### src/box_filter_nms_assert.svh
// Assertion macros for the RTL file that checks itself (box_filter_nms).
// Each macro expects clk and rst_n in scope.
`ifndef BOX_FILTER_NMS_ASSERT_SVH
`define BOX_FILTER_NMS_ASSERT_SVH

`ifndef NO_ASSERTIONS
// Same-cycle implication.
`define BFN_ASSERT_IMPLY(lbl, ante, cons, msg) \
  lbl: assert property (@(posedge clk) disable iff (!rst_n) (ante) |-> (cons)) \
    else $error(msg);
// Next-cycle implication.
`define BFN_ASSERT_NEXT(lbl, ante, cons, msg) \
  lbl: assert property (@(posedge clk) disable iff (!rst_n) (ante) |=> (cons)) \
    else $error(msg);
`else
`define BFN_ASSERT_IMPLY(lbl, ante, cons, msg)
`define BFN_ASSERT_NEXT(lbl, ante, cons, msg)
`endif

`endif

### src/bfn_pkg.sv
package bfn_pkg;

  // Port widths
  localparam int CFG_IDX_W  = 3;
  localparam int CFG_DATA_W = 16;
  localparam int IN_DATA_W  = 80;
  localparam int OUT_DATA_W = 64;

  // Register indexes
  localparam logic [CFG_IDX_W-1:0] REG_CONF = 3'd0;
  localparam logic [CFG_IDX_W-1:0] REG_OVL  = 3'd1;
  localparam logic [CFG_IDX_W-1:0] REG_IMW  = 3'd2;
  localparam logic [CFG_IDX_W-1:0] REG_IMH  = 3'd3;
  localparam logic [CFG_IDX_W-1:0] REG_SCL  = 3'd4;
  localparam logic [CFG_IDX_W-1:0] REG_PADL = 3'd5;
  localparam logic [CFG_IDX_W-1:0] REG_PADT = 3'd6;

  // Register reset values
  localparam logic [15:0] CONF_RST = 16'd16384;
  localparam logic [15:0] OVL_RST  = 16'd29491;
  localparam logic [12:0] IMG_RST  = 13'd640;
  localparam logic [15:0] SCL_RST  = 16'd16384;

  // Highest quotient bit of the edge divider; larger quotients saturate
  localparam logic [3:0] DIV_TOP_BIT = 4'd12;
  localparam logic [12:0] DIM_MAX = 13'd4096;

  // One stored box; x sits in the lowest bits, same layout as out_tdata
  typedef struct packed {
    logic [15:0] score;
    logic [11:0] h;
    logic [11:0] w;
    logic [11:0] y;
    logic [11:0] x;
  } box_t;

  typedef enum logic [1:0] {
    RD_TAIL,
    RD_KM1,
    RD_I,
    RD_J
  } rd_sel_t;

  typedef enum logic [4:0] {
    ST_IDLE,
    ST_CHECK,
    ST_MAP_GO,
    ST_MAP_RUN,
    ST_INS_CHK,
    ST_INS_CHKW,
    ST_INS_START,
    ST_INS_WALK,
    ST_INS_CMP,
    ST_POST,
    ST_FRAME,
    ST_NMS_I,
    ST_NMS_LI,
    ST_NMS_AI,
    ST_NMS_J,
    ST_P1,
    ST_P2,
    ST_P3,
    ST_P4,
    ST_P5,
    ST_E_GO,
    ST_E_SCAN,
    ST_E_DATA,
    ST_E_FIN,
    ST_E_NONE
  } state_t;

  // Controller to datapath
  typedef struct packed {
    logic    load_item;
    logic    map_start;
    logic    map_run;
    logic    rd_en;
    rd_sel_t rd_sel;
    logic    wr_en;
    logic    wr_new;
    logic    ins_trim;
    logic    k_load;
    logic    k_dec;
    logic    cnt_inc;
    logic    i_clear;
    logic    i_inc;
    logic    j_load;
    logic    j_inc;
    logic    latch_i;
    logic    mark_set;
    logic    pend_clear;
    logic    emit_push;
    logic    emit_fin;
    logic    emit_none;
    logic    frame_clear;
  } cmd_t;

  // Datapath to controller
  typedef struct packed {
    logic pass;
    logic last;
    logic map_done;
    logic full;
    logic tail_ge;
    logic rd_ge_new;
    logic k_zero;
    logic cnt_zero;
    logic i_end;
    logic j_end;
    logic mark_i;
    logic mark_j;
    logic hit;
    logic pend_v;
    logic out_free;
  } sts_t;

endpackage

### src/bfn_ctrl.sv
module bfn_ctrl (
  input  logic          clk,
  input  logic          rst_n,
  input  logic          in_tvalid,
  output logic          in_tready,
  input  bfn_pkg::sts_t sts,
  output bfn_pkg::cmd_t cmd
);

  import bfn_pkg::*;

  state_t state_r, state_nxt;

  always_ff @(posedge clk) begin
    if (!rst_n) begin
      state_r <= ST_IDLE;
    end else begin
      state_r <= state_nxt;
    end
  end

  // Next state
  always_comb begin
    state_nxt = state_r;
    unique case (state_r)
      ST_IDLE:      if (in_tvalid) state_nxt = ST_CHECK;
      ST_CHECK:     state_nxt = sts.pass ? ST_MAP_GO : ST_POST;
      ST_MAP_GO:    state_nxt = ST_MAP_RUN;
      ST_MAP_RUN:   if (sts.map_done) state_nxt = ST_INS_CHK;
      ST_INS_CHK:   state_nxt = sts.full ? ST_INS_CHKW : ST_INS_START;
      ST_INS_CHKW:  state_nxt = sts.tail_ge ? ST_POST : ST_INS_START;
      ST_INS_START: state_nxt = ST_INS_WALK;
      ST_INS_WALK:  state_nxt = sts.k_zero ? ST_POST : ST_INS_CMP;
      ST_INS_CMP:   state_nxt = sts.rd_ge_new ? ST_POST : ST_INS_WALK;
      ST_POST:      state_nxt = sts.last ? ST_FRAME : ST_IDLE;
      ST_FRAME:     state_nxt = sts.cnt_zero ? ST_E_NONE : ST_NMS_I;
      ST_NMS_I: begin
        priority if (sts.i_end) state_nxt = ST_E_GO;
        else if (sts.mark_i)    state_nxt = ST_NMS_I;
        else                    state_nxt = ST_NMS_LI;
      end
      ST_NMS_LI:    state_nxt = ST_NMS_AI;
      ST_NMS_AI:    state_nxt = ST_NMS_J;
      ST_NMS_J: begin
        priority if (sts.j_end) state_nxt = ST_NMS_I;
        else if (sts.mark_j)    state_nxt = ST_NMS_J;
        else                    state_nxt = ST_P1;
      end
      ST_P1:        state_nxt = ST_P2;
      ST_P2:        state_nxt = ST_P3;
      ST_P3:        state_nxt = ST_P4;
      ST_P4:        state_nxt = ST_P5;
      ST_P5:        state_nxt = ST_NMS_J;
      ST_E_GO:      state_nxt = ST_E_SCAN;
      ST_E_SCAN: begin
        priority if (sts.i_end) state_nxt = ST_E_FIN;
        else if (sts.mark_i)    state_nxt = ST_E_SCAN;
        else                    state_nxt = ST_E_DATA;
      end
      ST_E_DATA:    if (!sts.pend_v || sts.out_free) state_nxt = ST_E_SCAN;
      ST_E_FIN:     if (sts.out_free) state_nxt = ST_IDLE;
      ST_E_NONE:    if (sts.out_free) state_nxt = ST_IDLE;
      default:      state_nxt = ST_IDLE;
    endcase
  end

  // Commands
  always_comb begin
    cmd = '0;
    cmd.rd_sel = RD_I;
    unique case (state_r)
      ST_IDLE:      cmd.load_item = in_tvalid;
      ST_MAP_GO:    cmd.map_start = 1'b1;
      ST_MAP_RUN:   cmd.map_run = 1'b1;
      ST_INS_CHK: begin
        cmd.rd_en  = sts.full;
        cmd.rd_sel = RD_TAIL;
      end
      ST_INS_CHKW:  cmd.ins_trim = !sts.tail_ge;
      ST_INS_START: cmd.k_load = 1'b1;
      ST_INS_WALK: begin
        cmd.rd_sel = RD_KM1;
        if (sts.k_zero) begin
          cmd.wr_en   = 1'b1;
          cmd.wr_new  = 1'b1;
          cmd.cnt_inc = 1'b1;
        end else begin
          cmd.rd_en = 1'b1;
        end
      end
      ST_INS_CMP: begin
        cmd.wr_en = 1'b1;
        if (sts.rd_ge_new) begin
          cmd.wr_new  = 1'b1;
          cmd.cnt_inc = 1'b1;
        end else begin
          cmd.k_dec = 1'b1;
        end
      end
      ST_FRAME:     cmd.i_clear = 1'b1;
      ST_NMS_I: begin
        if (!sts.i_end) begin
          cmd.i_inc = sts.mark_i;
          cmd.rd_en = !sts.mark_i;
        end
      end
      ST_NMS_LI: begin
        cmd.latch_i = 1'b1;
        cmd.j_load  = 1'b1;
      end
      ST_NMS_J: begin
        cmd.rd_sel = RD_J;
        priority if (sts.j_end) cmd.i_inc = 1'b1;
        else if (sts.mark_j)    cmd.j_inc = 1'b1;
        else                    cmd.rd_en = 1'b1;
      end
      ST_P5: begin
        cmd.mark_set = sts.hit;
        cmd.j_inc    = 1'b1;
      end
      ST_E_GO: begin
        cmd.i_clear    = 1'b1;
        cmd.pend_clear = 1'b1;
      end
      ST_E_SCAN: begin
        if (!sts.i_end) begin
          cmd.i_inc = sts.mark_i;
          cmd.rd_en = !sts.mark_i;
        end
      end
      ST_E_DATA: begin
        if (!sts.pend_v || sts.out_free) begin
          cmd.emit_push = 1'b1;
          cmd.i_inc     = 1'b1;
        end
      end
      ST_E_FIN: begin
        cmd.emit_fin    = sts.out_free;
        cmd.frame_clear = sts.out_free;
      end
      ST_E_NONE: begin
        cmd.emit_none   = sts.out_free;
        cmd.frame_clear = sts.out_free;
      end
      default: ;
    endcase
  end

  assign in_tready = (state_r == ST_IDLE);

endmodule

### config.mk
export PLATFORM = sky130hd
export DESIGN_NAME = bfn_ctrl
export DESIGN_NICKNAME = d
export VERILOG_FILES = /design/src/box_filter_nms_assert.svh /design/src/bfn_pkg.sv /design/src/bfn_ctrl.sv
export SDC_FILE = /design/constraint.sdc
export NUM_CORES = 1
export LEC_CHECK = 0
export BUFFER_PORTS_ARGS = -buffer_cell sky130_fd_sc_hd__clkbuf_2
export CELL_PAD_IN_SITES_DETAIL_PLACEMENT = 0
export CELL_PAD_IN_SITES_GLOBAL_PLACEMENT = 2
export CORE_MARGIN = 1
export CORE_UTILIZATION = 26
export DETAILED_ROUTE_END_ITERATION = 8
export PLACE_DENSITY_LB_ADDON = 0.1
export SYNTH_ARGS = -nofsm -noshare
export SYNTH_HDL_FRONTEND = slang
export SYNTH_SLANG_ARGS = --single-unit
### constraint.sdc
create_clock -name clk -period 3.2 [get_ports clk]
set_input_delay 0.96 -clock clk [delete_from_list [all_inputs] [get_ports clk]]
set_output_delay 0.96 -clock clk [all_outputs]
set_load 0.01 [all_outputs]
==> results.json, run 1 <==
{
  "setup_slack_ps": 398.2,
  "drv_cap": 0,
  "ios": 42,
  "r2r-end": "state_r[1]",
  "finalSetupViolCount": 0,
  "initialDrtViolationCount": 49,
  "min_path_cells": 3,
  "end_kind": "output pin",
  "portBuffers": 41,
  "ff2ff_path_depth": 5,
  "rr_startpoint": "state_r[3]",
  "synth_edf_count": 0,
  "synthCells": 151,
  "dieArea_um2": 4117,
  "num-nets-final": 207,
  "synth.avg_cell_area_um2": 6.654,
  "grtUsageTotal_pct": 17.89,
  "power_leakage_uw": 0.0005255,
  "ys_seq_elements": 5,
  "p_per_area_nw_per_um2": 651.3,
  "reg_top3": "state_r (5)",
  "clkTransAtPathRegs_ps": 40,
  "async_flop_share_pct": 0,
  "num_rows": 22,
  "cts_root_buf": "clkbuf_8",
  "tns_ps": 0,
  "yosysWarnings": 0,
  "arrival_ps": 1840,
  "worst_setup_path_start_kind": "flip-flop",
  "cp_top_family": "simple AND/OR/NAND/NOR gates",
  "post_cts_resize_count": 0,
  "overflow": 0,
  "critical_path_class": "flip-flop to output pin",
  "rsz0062_at_grt": "false",
  "dp_cells": 232,
  "hold_viol": 0,
  "synthToLayoutAreaGrowth_pct": 26.90,
  "num_vias": 1255,
  "worst_slew_pin_slew_ps": 582.9,
  "die_x_um": 64.17,
  "grt_pass1_vias": 1147,
  "cpMostUsedCell": "nor2_1",
  "drtAntennaViolNets": 0,
  "whs_ps": 642.7,
  "maxSlewViolCount": 0,
  "drc": 0,
  "grt_max_degree": 31,
  "min_period_over_period_pct": 87.56,
  "first_pass_iters": 4,
  "clock-sinks": 5,
  "cts_setup_buffers": 0,
  "final_cells": 236,
  "ff2ff_setup_slack_ps": 1230,
  "core_area_um2": 3689,
  "relSlewSlack_pct": 61.09,
  "grt_pass1_wl_mm": 5.699,
  "fp.dieH_um": 64.17,
  "ys_types": 47,
  "antenna_cells": 0,
  "path_max_fanout": 14,
  "syn_nets": 169,
  "fmaxAchievable_ghz": 0.3569,
  "drive_gt1_share_pct": 32.45,
  "cp_num_buf_inv": 2,
  "dp_hpwl_mm": 2.769,
  "start_util_pct": 27.24,
  "critPathMaxStageDelay_ps": 390,
  "worstHoldStart": "state_r[4]",
  "crit_slowest_cell": "dfxtp_1",
  "postCtsHoldBufs": 0,
  "largest_register": "state_r",
  "finalWirelength_mm": 3.531,
  "min_to": "state_r[4]",
  "cts_buffers": 3,
  "cts_max_path_buffers": 2,
  "cts_tree": "done",
  "crit_chain": "buf_4, and4bb_2, nor2_1, nor2_1, a221o_1, clkbuf_2",
  "hold_class": "flip-flop to flip-flop",
  "vdd_ir_drop_max_v": 0.0002486,
  "status": "finished clean",
  "clock_skew_ps": 0.6631,
  "place.gp.congestion": 0.7913,
  "clk_latency_ps": 220,
  "largest_reg_flops": 5,
  "p_total_uw": 830.4,
  "routedWlPerCell_um": 14.96,
  "synth_area_um2": 1005,
  "post-place-ws_ps": 515.3,
  "avgViaCountPerCell": 5.318,
  "ys_seq_area_share_pct": 9.963,
  "fin_crit_ps": 2802,
  "antenna_found_initial": 0,
  "required_ps": 2240,
  "ys.flop_type": "dfxtp_1",
  "htree_levels": 1
}
power by group:
part           internal, uW  switching, uW  leakage [uW]  total, uW
sequential             82.4           53.2     0.0000409        136
clock                  85.8           34.0     0.0000228        120
combinational           241            334      0.000462        575
worst max-delay path by stage:
stage	startpoint	end	cells after the start
floorplan	sts[1]	cmd[9]	3
global placement	sts[0]	cmd[9]	5
detailed placement	sts[0]	cmd[9]	5
CTS	state_r[3]	cmd[0]	4
global route	state_r[3]	cmd[0]	4
finish	state_r[1]	cmd[9]	6
tightest hold or removal path, cell delays in order, from the launching register on:
cell and delay [ps]:
dfxtp_1 370, nor2b_1 90, nand3_1 80, a21boi_1 50
cell usage in the layout, fill, tap and decap left out, types with 3 or more instances in the layout:
master / count
nor3_1: 7
o31ai_1: 3
nand3_1: 9
nor2_1: 13
nand2b_1: 7
a31oi_1: 5
clkbuf_8: 3
and2_1: 4
clkbuf_2: 41
dfxtp_1: 5
a21oi_1: 10
nor2b_1: 7
or3_1: 3
buf_4: 5
o21ai_0: 12
nand2_1: 10
and3_1: 3
inv_1: 6
synthesized netlist by cell type (all sizes together) (5+ instances only):
| master | number | area (um^2) |
|---|---|---|
| nor2 | 13 | 48.80 |
| inv | 6 | 22.52 |
| o21ai | 12 | 60.06 |
| a21oi | 10 | 50.05 |
| nor2b | 7 | 43.79 |
| nand3 | 9 | 45.04 |
| nor3 | 8 | 45.04 |
| buf | 14 | 97.59 |
| nand2b | 7 | 43.79 |
| a31oi | 5 | 31.28 |
| nand2 | 10 | 37.54 |
| dfxtp | 5 | 100.1 |
metrics by stage:
| step | utilization [%] | instance area [um^2] |
|---|---|---|
| 6_report | 34.57 | 1275 |
| 5_1_grt | 34.57 | 1275 |
| 2_1_floorplan | - | 1005 |
| 3_5_place_dp | 33.34 | 1230 |
| 4_1_cts | 34.57 | 1275 |
| 3_3_place_gp | 33.34 | 1230 |
cell type report:
type	count	area (um^2)
Fill cell	438	2414
Inverter	6	22.52
Timing Repair Buffer	47	262.8
Clock buffer	4	45.04
Tap cell	48	60.06
Sequential cell	5	100.1
Multi-Input combinational cell	126	784.5
layer usage:
layer,up-vias,part of all wire (%),wire length (um),track usage [%]
li1,629,-,-,-
met3,2,5.4,191,1.607
met1,589,49,1714,24.97
met5,-,0,0,0
met4,0,0.48,17,5.833
met2,35,46,1608,28.59
kinds of logic after synthesis:
family	count (synthesis)	synth area share (%)
AO/OA/AOI/OAI	46	31.26
flip-flops	5	9.963
XOR/XNOR	1	0.8719
AND/OR/NAND/NOR	79	45.95
buffers and inverters	20	11.95
No activity file was read; power rests on OpenSTA's default activity.
==> run 2, diff against run 1 <==
--- a/config.mk
+++ b/config.mk
@@ -12,6 +12,7 @@
 export CORE_UTILIZATION = 26
 export DETAILED_ROUTE_END_ITERATION = 8
 export PLACE_DENSITY_LB_ADDON = 0.1
+export RECOVER_POWER = 50
 export SYNTH_ARGS = -nofsm -noshare
 export SYNTH_HDL_FRONTEND = slang
 export SYNTH_SLANG_ARGS = --single-unit
==> results.json, run 2 (synthesis results as in run 1) <==
{
  "min_period_over_period_pct": 87.83,
  "setup_slack_ps": 389.5,
  "p_per_area_nw_per_um2": 648.7,
  "grt_max_degree": 31,
  "antenna_cells": 0,
  "num_vias": 1256,
  "largest_register": "state_r",
  "grtUsageTotal_pct": 17.89,
  "place.gp.congestion": 0.7913,
  "status": "finished clean",
  "cts_root_buf": "clkbuf_8",
  "clkTransAtPathRegs_ps": 40,
  "dieArea_um2": 4117,
  "cp_num_buf_inv": 3,
  "fp.dieH_um": 64.17,
  "multi_input_area_um2": 772.0,
  "path_max_fanout": 17,
  "critical_path_class": "flip-flop to output pin",
  "post-place-ws_ps": 515.3,
  "hold_class": "flip-flop to flip-flop",
  "start_util_pct": 27.24,
  "layout_commonest_cell": "clkbuf_2",
  "portBuffers": 41,
  "crit_slowest_cell": "dfxtp_1",
  "post_cts_resize_count": 0,
  "cts_buffers": 3,
  "routedWlPerCell_um": 14.94,
  "postCtsHoldBufs": 0,
  "first_pass_iters": 4,
  "avgViaCountPerCell": 5.322,
  "dp_hpwl_mm": 2.769,
  "worst_setup_path_start_kind": "flip-flop",
  "postPlaceCellArea_um2": 1230,
  "htree_levels": 1,
  "grt_pass1_vias": 1147,
  "num-nets-final": 207,
  "arrival_ps": 1850,
  "synthToLayoutAreaGrowth_pct": 24.28,
  "required_ps": 2240,
  "seq_area_um2": 100.1,
  "finalSetupViolCount": 0,
  "cp_top_family": "flip-flops",
  "clock_skew_ps": 0.6976,
  "num_rows": 22,
  "cts_tree": "done",
  "cts_max_path_buffers": 2,
  "grt_pass1_wl_mm": 5.699,
  "drc": 0,
  "finalWirelength_mm": 3.525,
  "drtAntennaViolNets": 0,
  "crit_chain": "clkbuf_1, inv_1, nand3_1, o21ai_0, clkbuf_2",
  "worst_slew_pin_slew_ps": 585.8,
  "critPathMaxStageDelay_ps": 680,
  "clk_latency_ps": 220,
  "rsz0062_at_grt": "false",
  "clock-sinks": 5,
  "overflow": 0,
  "relSlewSlack_pct": 60.89,
  "core_area_um2": 3689,
  "drive_gt1_share_pct": 26.60,
  "stdcell_area_um2": 1249,
  "tns_ps": 0,
  "fin_crit_ps": 2811,
  "whs_ps": 656.5,
  "vdd_ir_drop_max_v": 0.0002491,
  "drv_cap": 0,
  "power_leakage_uw": 0.0004949,
  "maxSlewViolCount": 0,
  "largest_reg_flops": 5,
  "ios": 42,
  "reg_top3": "state_r (5)",
  "antenna_found_initial": 0,
  "end_kind": "output pin",
  "die_x_um": 64.17,
  "p_total_uw": 810.0,
  "initialDrtViolationCount": 69,
  "layout_common_cells": "clkbuf_2, nor2_1, o21ai_0",
  "fill_cells": 435,
  "hold_viol": 0,
  "cts_setup_buffers": 0,
  "fmaxAchievable_ghz": 0.3558
}
run 2: cell types whose count changed in the layout (fill, tap and decap cells not counted), sizes merged:
cell,previous run,this run
clkbuf,45,46
buf,6,5
run 2: worst paths after layout:
kind               from          to  slack [ps]  cells after the start
max          state_r[3]     cmd[15]         390                      5
min          state_r[4]  state_r[4]         660                      3
max reg2reg  state_r[3]  state_r[1]        1170                      5
min reg2reg  state_r[4]  state_r[4]         660                      3
run 2: metal layers:
metal	up-vias	share of wire, %	track usage, %
li1	627	-	-
met1	587	50	24.97
met2	40	45	28.59
met3	2	4.3	1.607
met4	0	0.48	5.833
met5	-	0	0
run 2: final cells by class:
cell class	count	share of cell area (%)
Sequential cell	5	8.016
Timing Repair Buffer	47	19.94
Clock buffer	4	3.607
Inverter	6	1.804
Tap cell	48	4.810
Multi-Input combinational cell	126	61.82
run 2: power by group:
group / switching (uW) / internal [uW]
combinational: 330 / 223
clock: 34.6 / 85.8
sequential: 53.7 / 82.4
total: 419 / 391
run 2: stage by stage:
stage	utilization (%)	instances
2_1_floorplan	-	151
3_3_place_gp	33.34	232
3_5_place_dp	33.34	232
4_1_cts	34.57	236
5_1_grt	33.85	236
6_report	33.85	236
run 2: worst reg2reg max path: cells and delay by family, from the launching register on:
| family | cells | cell delay [ps] |
|---|---|---|
| AOI/OAI and AO/OA | 4 | 930 |
| DFF | 1 | 680 |
| and+or+nand+nor | 1 | 300 |
==> run 3, diff against run 2 <==
--- a/config.mk
+++ b/config.mk
@@ -12,7 +12,7 @@
 export CORE_UTILIZATION = 26
 export DETAILED_ROUTE_END_ITERATION = 8
 export PLACE_DENSITY_LB_ADDON = 0.1
-export RECOVER_POWER = 50
+export RECOVER_POWER = 100
 export SYNTH_ARGS = -nofsm -noshare
 export SYNTH_HDL_FRONTEND = slang
 export SYNTH_SLANG_ARGS = --single-unit
==> results.json, run 3 (synthesis results as in run 1) <==
{
  "worst_slew_pin_slew_ps": 573.8,
  "cts_root_buf": "clkbuf_8",
  "cts_tree": "done",
  "hold_viol": 0,
  "place.gp.congestion": 0.7913,
  "cts_buffers": 3,
  "grt_pass1_wl_mm": 5.699,
  "post_cts_resize_count": 0,
  "min_period_over_period_pct": 87.73,
  "vdd_ir_drop_max_v": 0.0002486,
  "rsz0062_at_grt": "false",
  "drv_cap": 0,
  "antenna_cells": 0,
  "cts_max_path_buffers": 2,
  "ios": 42,
  "drtAntennaViolNets": 0,
  "routedWlPerCell_um": 14.93,
  "relSlewSlack_pct": 61.69,
  "hold_class": "flip-flop to flip-flop",
  "dp_hpwl_mm": 2.769,
  "largest_register": "state_r",
  "seq_area_um2": 100.1,
  "layout_common_cells": "clkbuf_1, clkbuf_2, nor2_1",
  "initialDrtViolationCount": 67,
  "antenna_found_initial": 0,
  "clk_latency_ps": 220,
  "htree_levels": 1,
  "status": "finished clean",
  "finalWirelength_mm": 3.524,
  "first_pass_iters": 4,
  "clock-sinks": 5,
  "num_vias": 1255,
  "portBuffers": 41,
  "tns_ps": 0,
  "avgViaCountPerCell": 5.318,
  "drc": 0,
  "grt_max_degree": 31,
  "drive_gt1_share_pct": 19.68,
  "multi_input_area_um2": 772.0,
  "cts_setup_buffers": 0,
  "fill_cells": 440,
  "postCtsHoldBufs": 0,
  "power_leakage_uw": 0.0004483,
  "required_ps": 2240,
  "grt_pass1_vias": 1147,
  "layout_commonest_cell": "clkbuf_1",
  "dieArea_um2": 4117,
  "p_per_area_nw_per_um2": 652.1,
  "synthToLayoutAreaGrowth_pct": 22.66,
  "maxSlewViolCount": 0,
  "overflow": 0,
  "clkTransAtPathRegs_ps": 40,
  "reg_top3": "state_r (5)",
  "num-nets-final": 207,
  "worst_setup_path_start_kind": "flip-flop",
  "finalSetupViolCount": 0,
  "grtUsageTotal_pct": 17.89,
  "start_util_pct": 27.24,
  "largest_reg_flops": 5,
  "die_x_um": 64.17,
  "core_area_um2": 3689,
  "end_kind": "output pin",
  "arrival_ps": 1850,
  "fin_crit_ps": 2807,
  "fmaxAchievable_ghz": 0.3562,
  "critical_path_class": "flip-flop to output pin",
  "num_rows": 22,
  "path_max_fanout": 17,
  "p_total_uw": 803.6,
  "fp.dieH_um": 64.17,
  "clock_skew_ps": 0.7310
}
==> run 3: metrics by stage <==
stage / cells / hold WS, ps / setup WS [ps] / instance area [um^2] / util [%]
finish: 236 / 656.1 / 392.7 / 1232 / 33.41
global route: 236 / 735.6 / 222.5 / 1232 / 33.41
CTS: 236 / 652.3 / 383.0 / 1275 / 34.57
detailed placement: 232 / 648.0 / 515.3 / 1230 / 33.34
global placement: 232 / 652.3 / 504.2 / 1230 / 33.34
floorplan: 151 / 737.9 / 638.9 / 1005 / -
==> run 3: cell type report <==
type | instances | share of cell area [%]
sequential | 5 | 8.122
multi-input combinational | 126 | 62.64
tap | 48 | 4.873
clock buffer | 4 | 3.655
timing repair buffer | 47 | 18.88
inverter | 6 | 1.827
==> run 3: final timing paths <==
path	from	to	slack, ps	cells past startpoint
hold reg to reg	state_r[4]	state_r[4]	660	3
hold / removal	state_r[4]	state_r[4]	660	3
setup reg to reg	state_r[3]	state_r[1]	1180	5
setup / recovery	state_r[3]	cmd[0]	390	4
==> run 3: worst max-delay path, stage by stage (launching register included) <==
cell      delay, ps
dfxtp_1         670
nor4b_1         460
and3_1          240
or2_2           110
clkbuf_1        140
==> run 3: power by group <==
part | leakage, uW | internal (uW) | switching [uW]
combinational | 0.000385 | 219 | 329
clock | 0.0000228 | 85.8 | 34.4
sequential | 0.0000409 | 82.4 | 52.9
==> run 3: routing by layer <==
layer / vias up / part of all wire [%] / global-route usage, %
met5: - / 0 / 0
met4: 0 / 0.48 / 5.833
met3: 2 / 4.6 / 1.607
met2: 37 / 46 / 28.59
met1: 590 / 49 / 24.97
li1: 626 / - / -
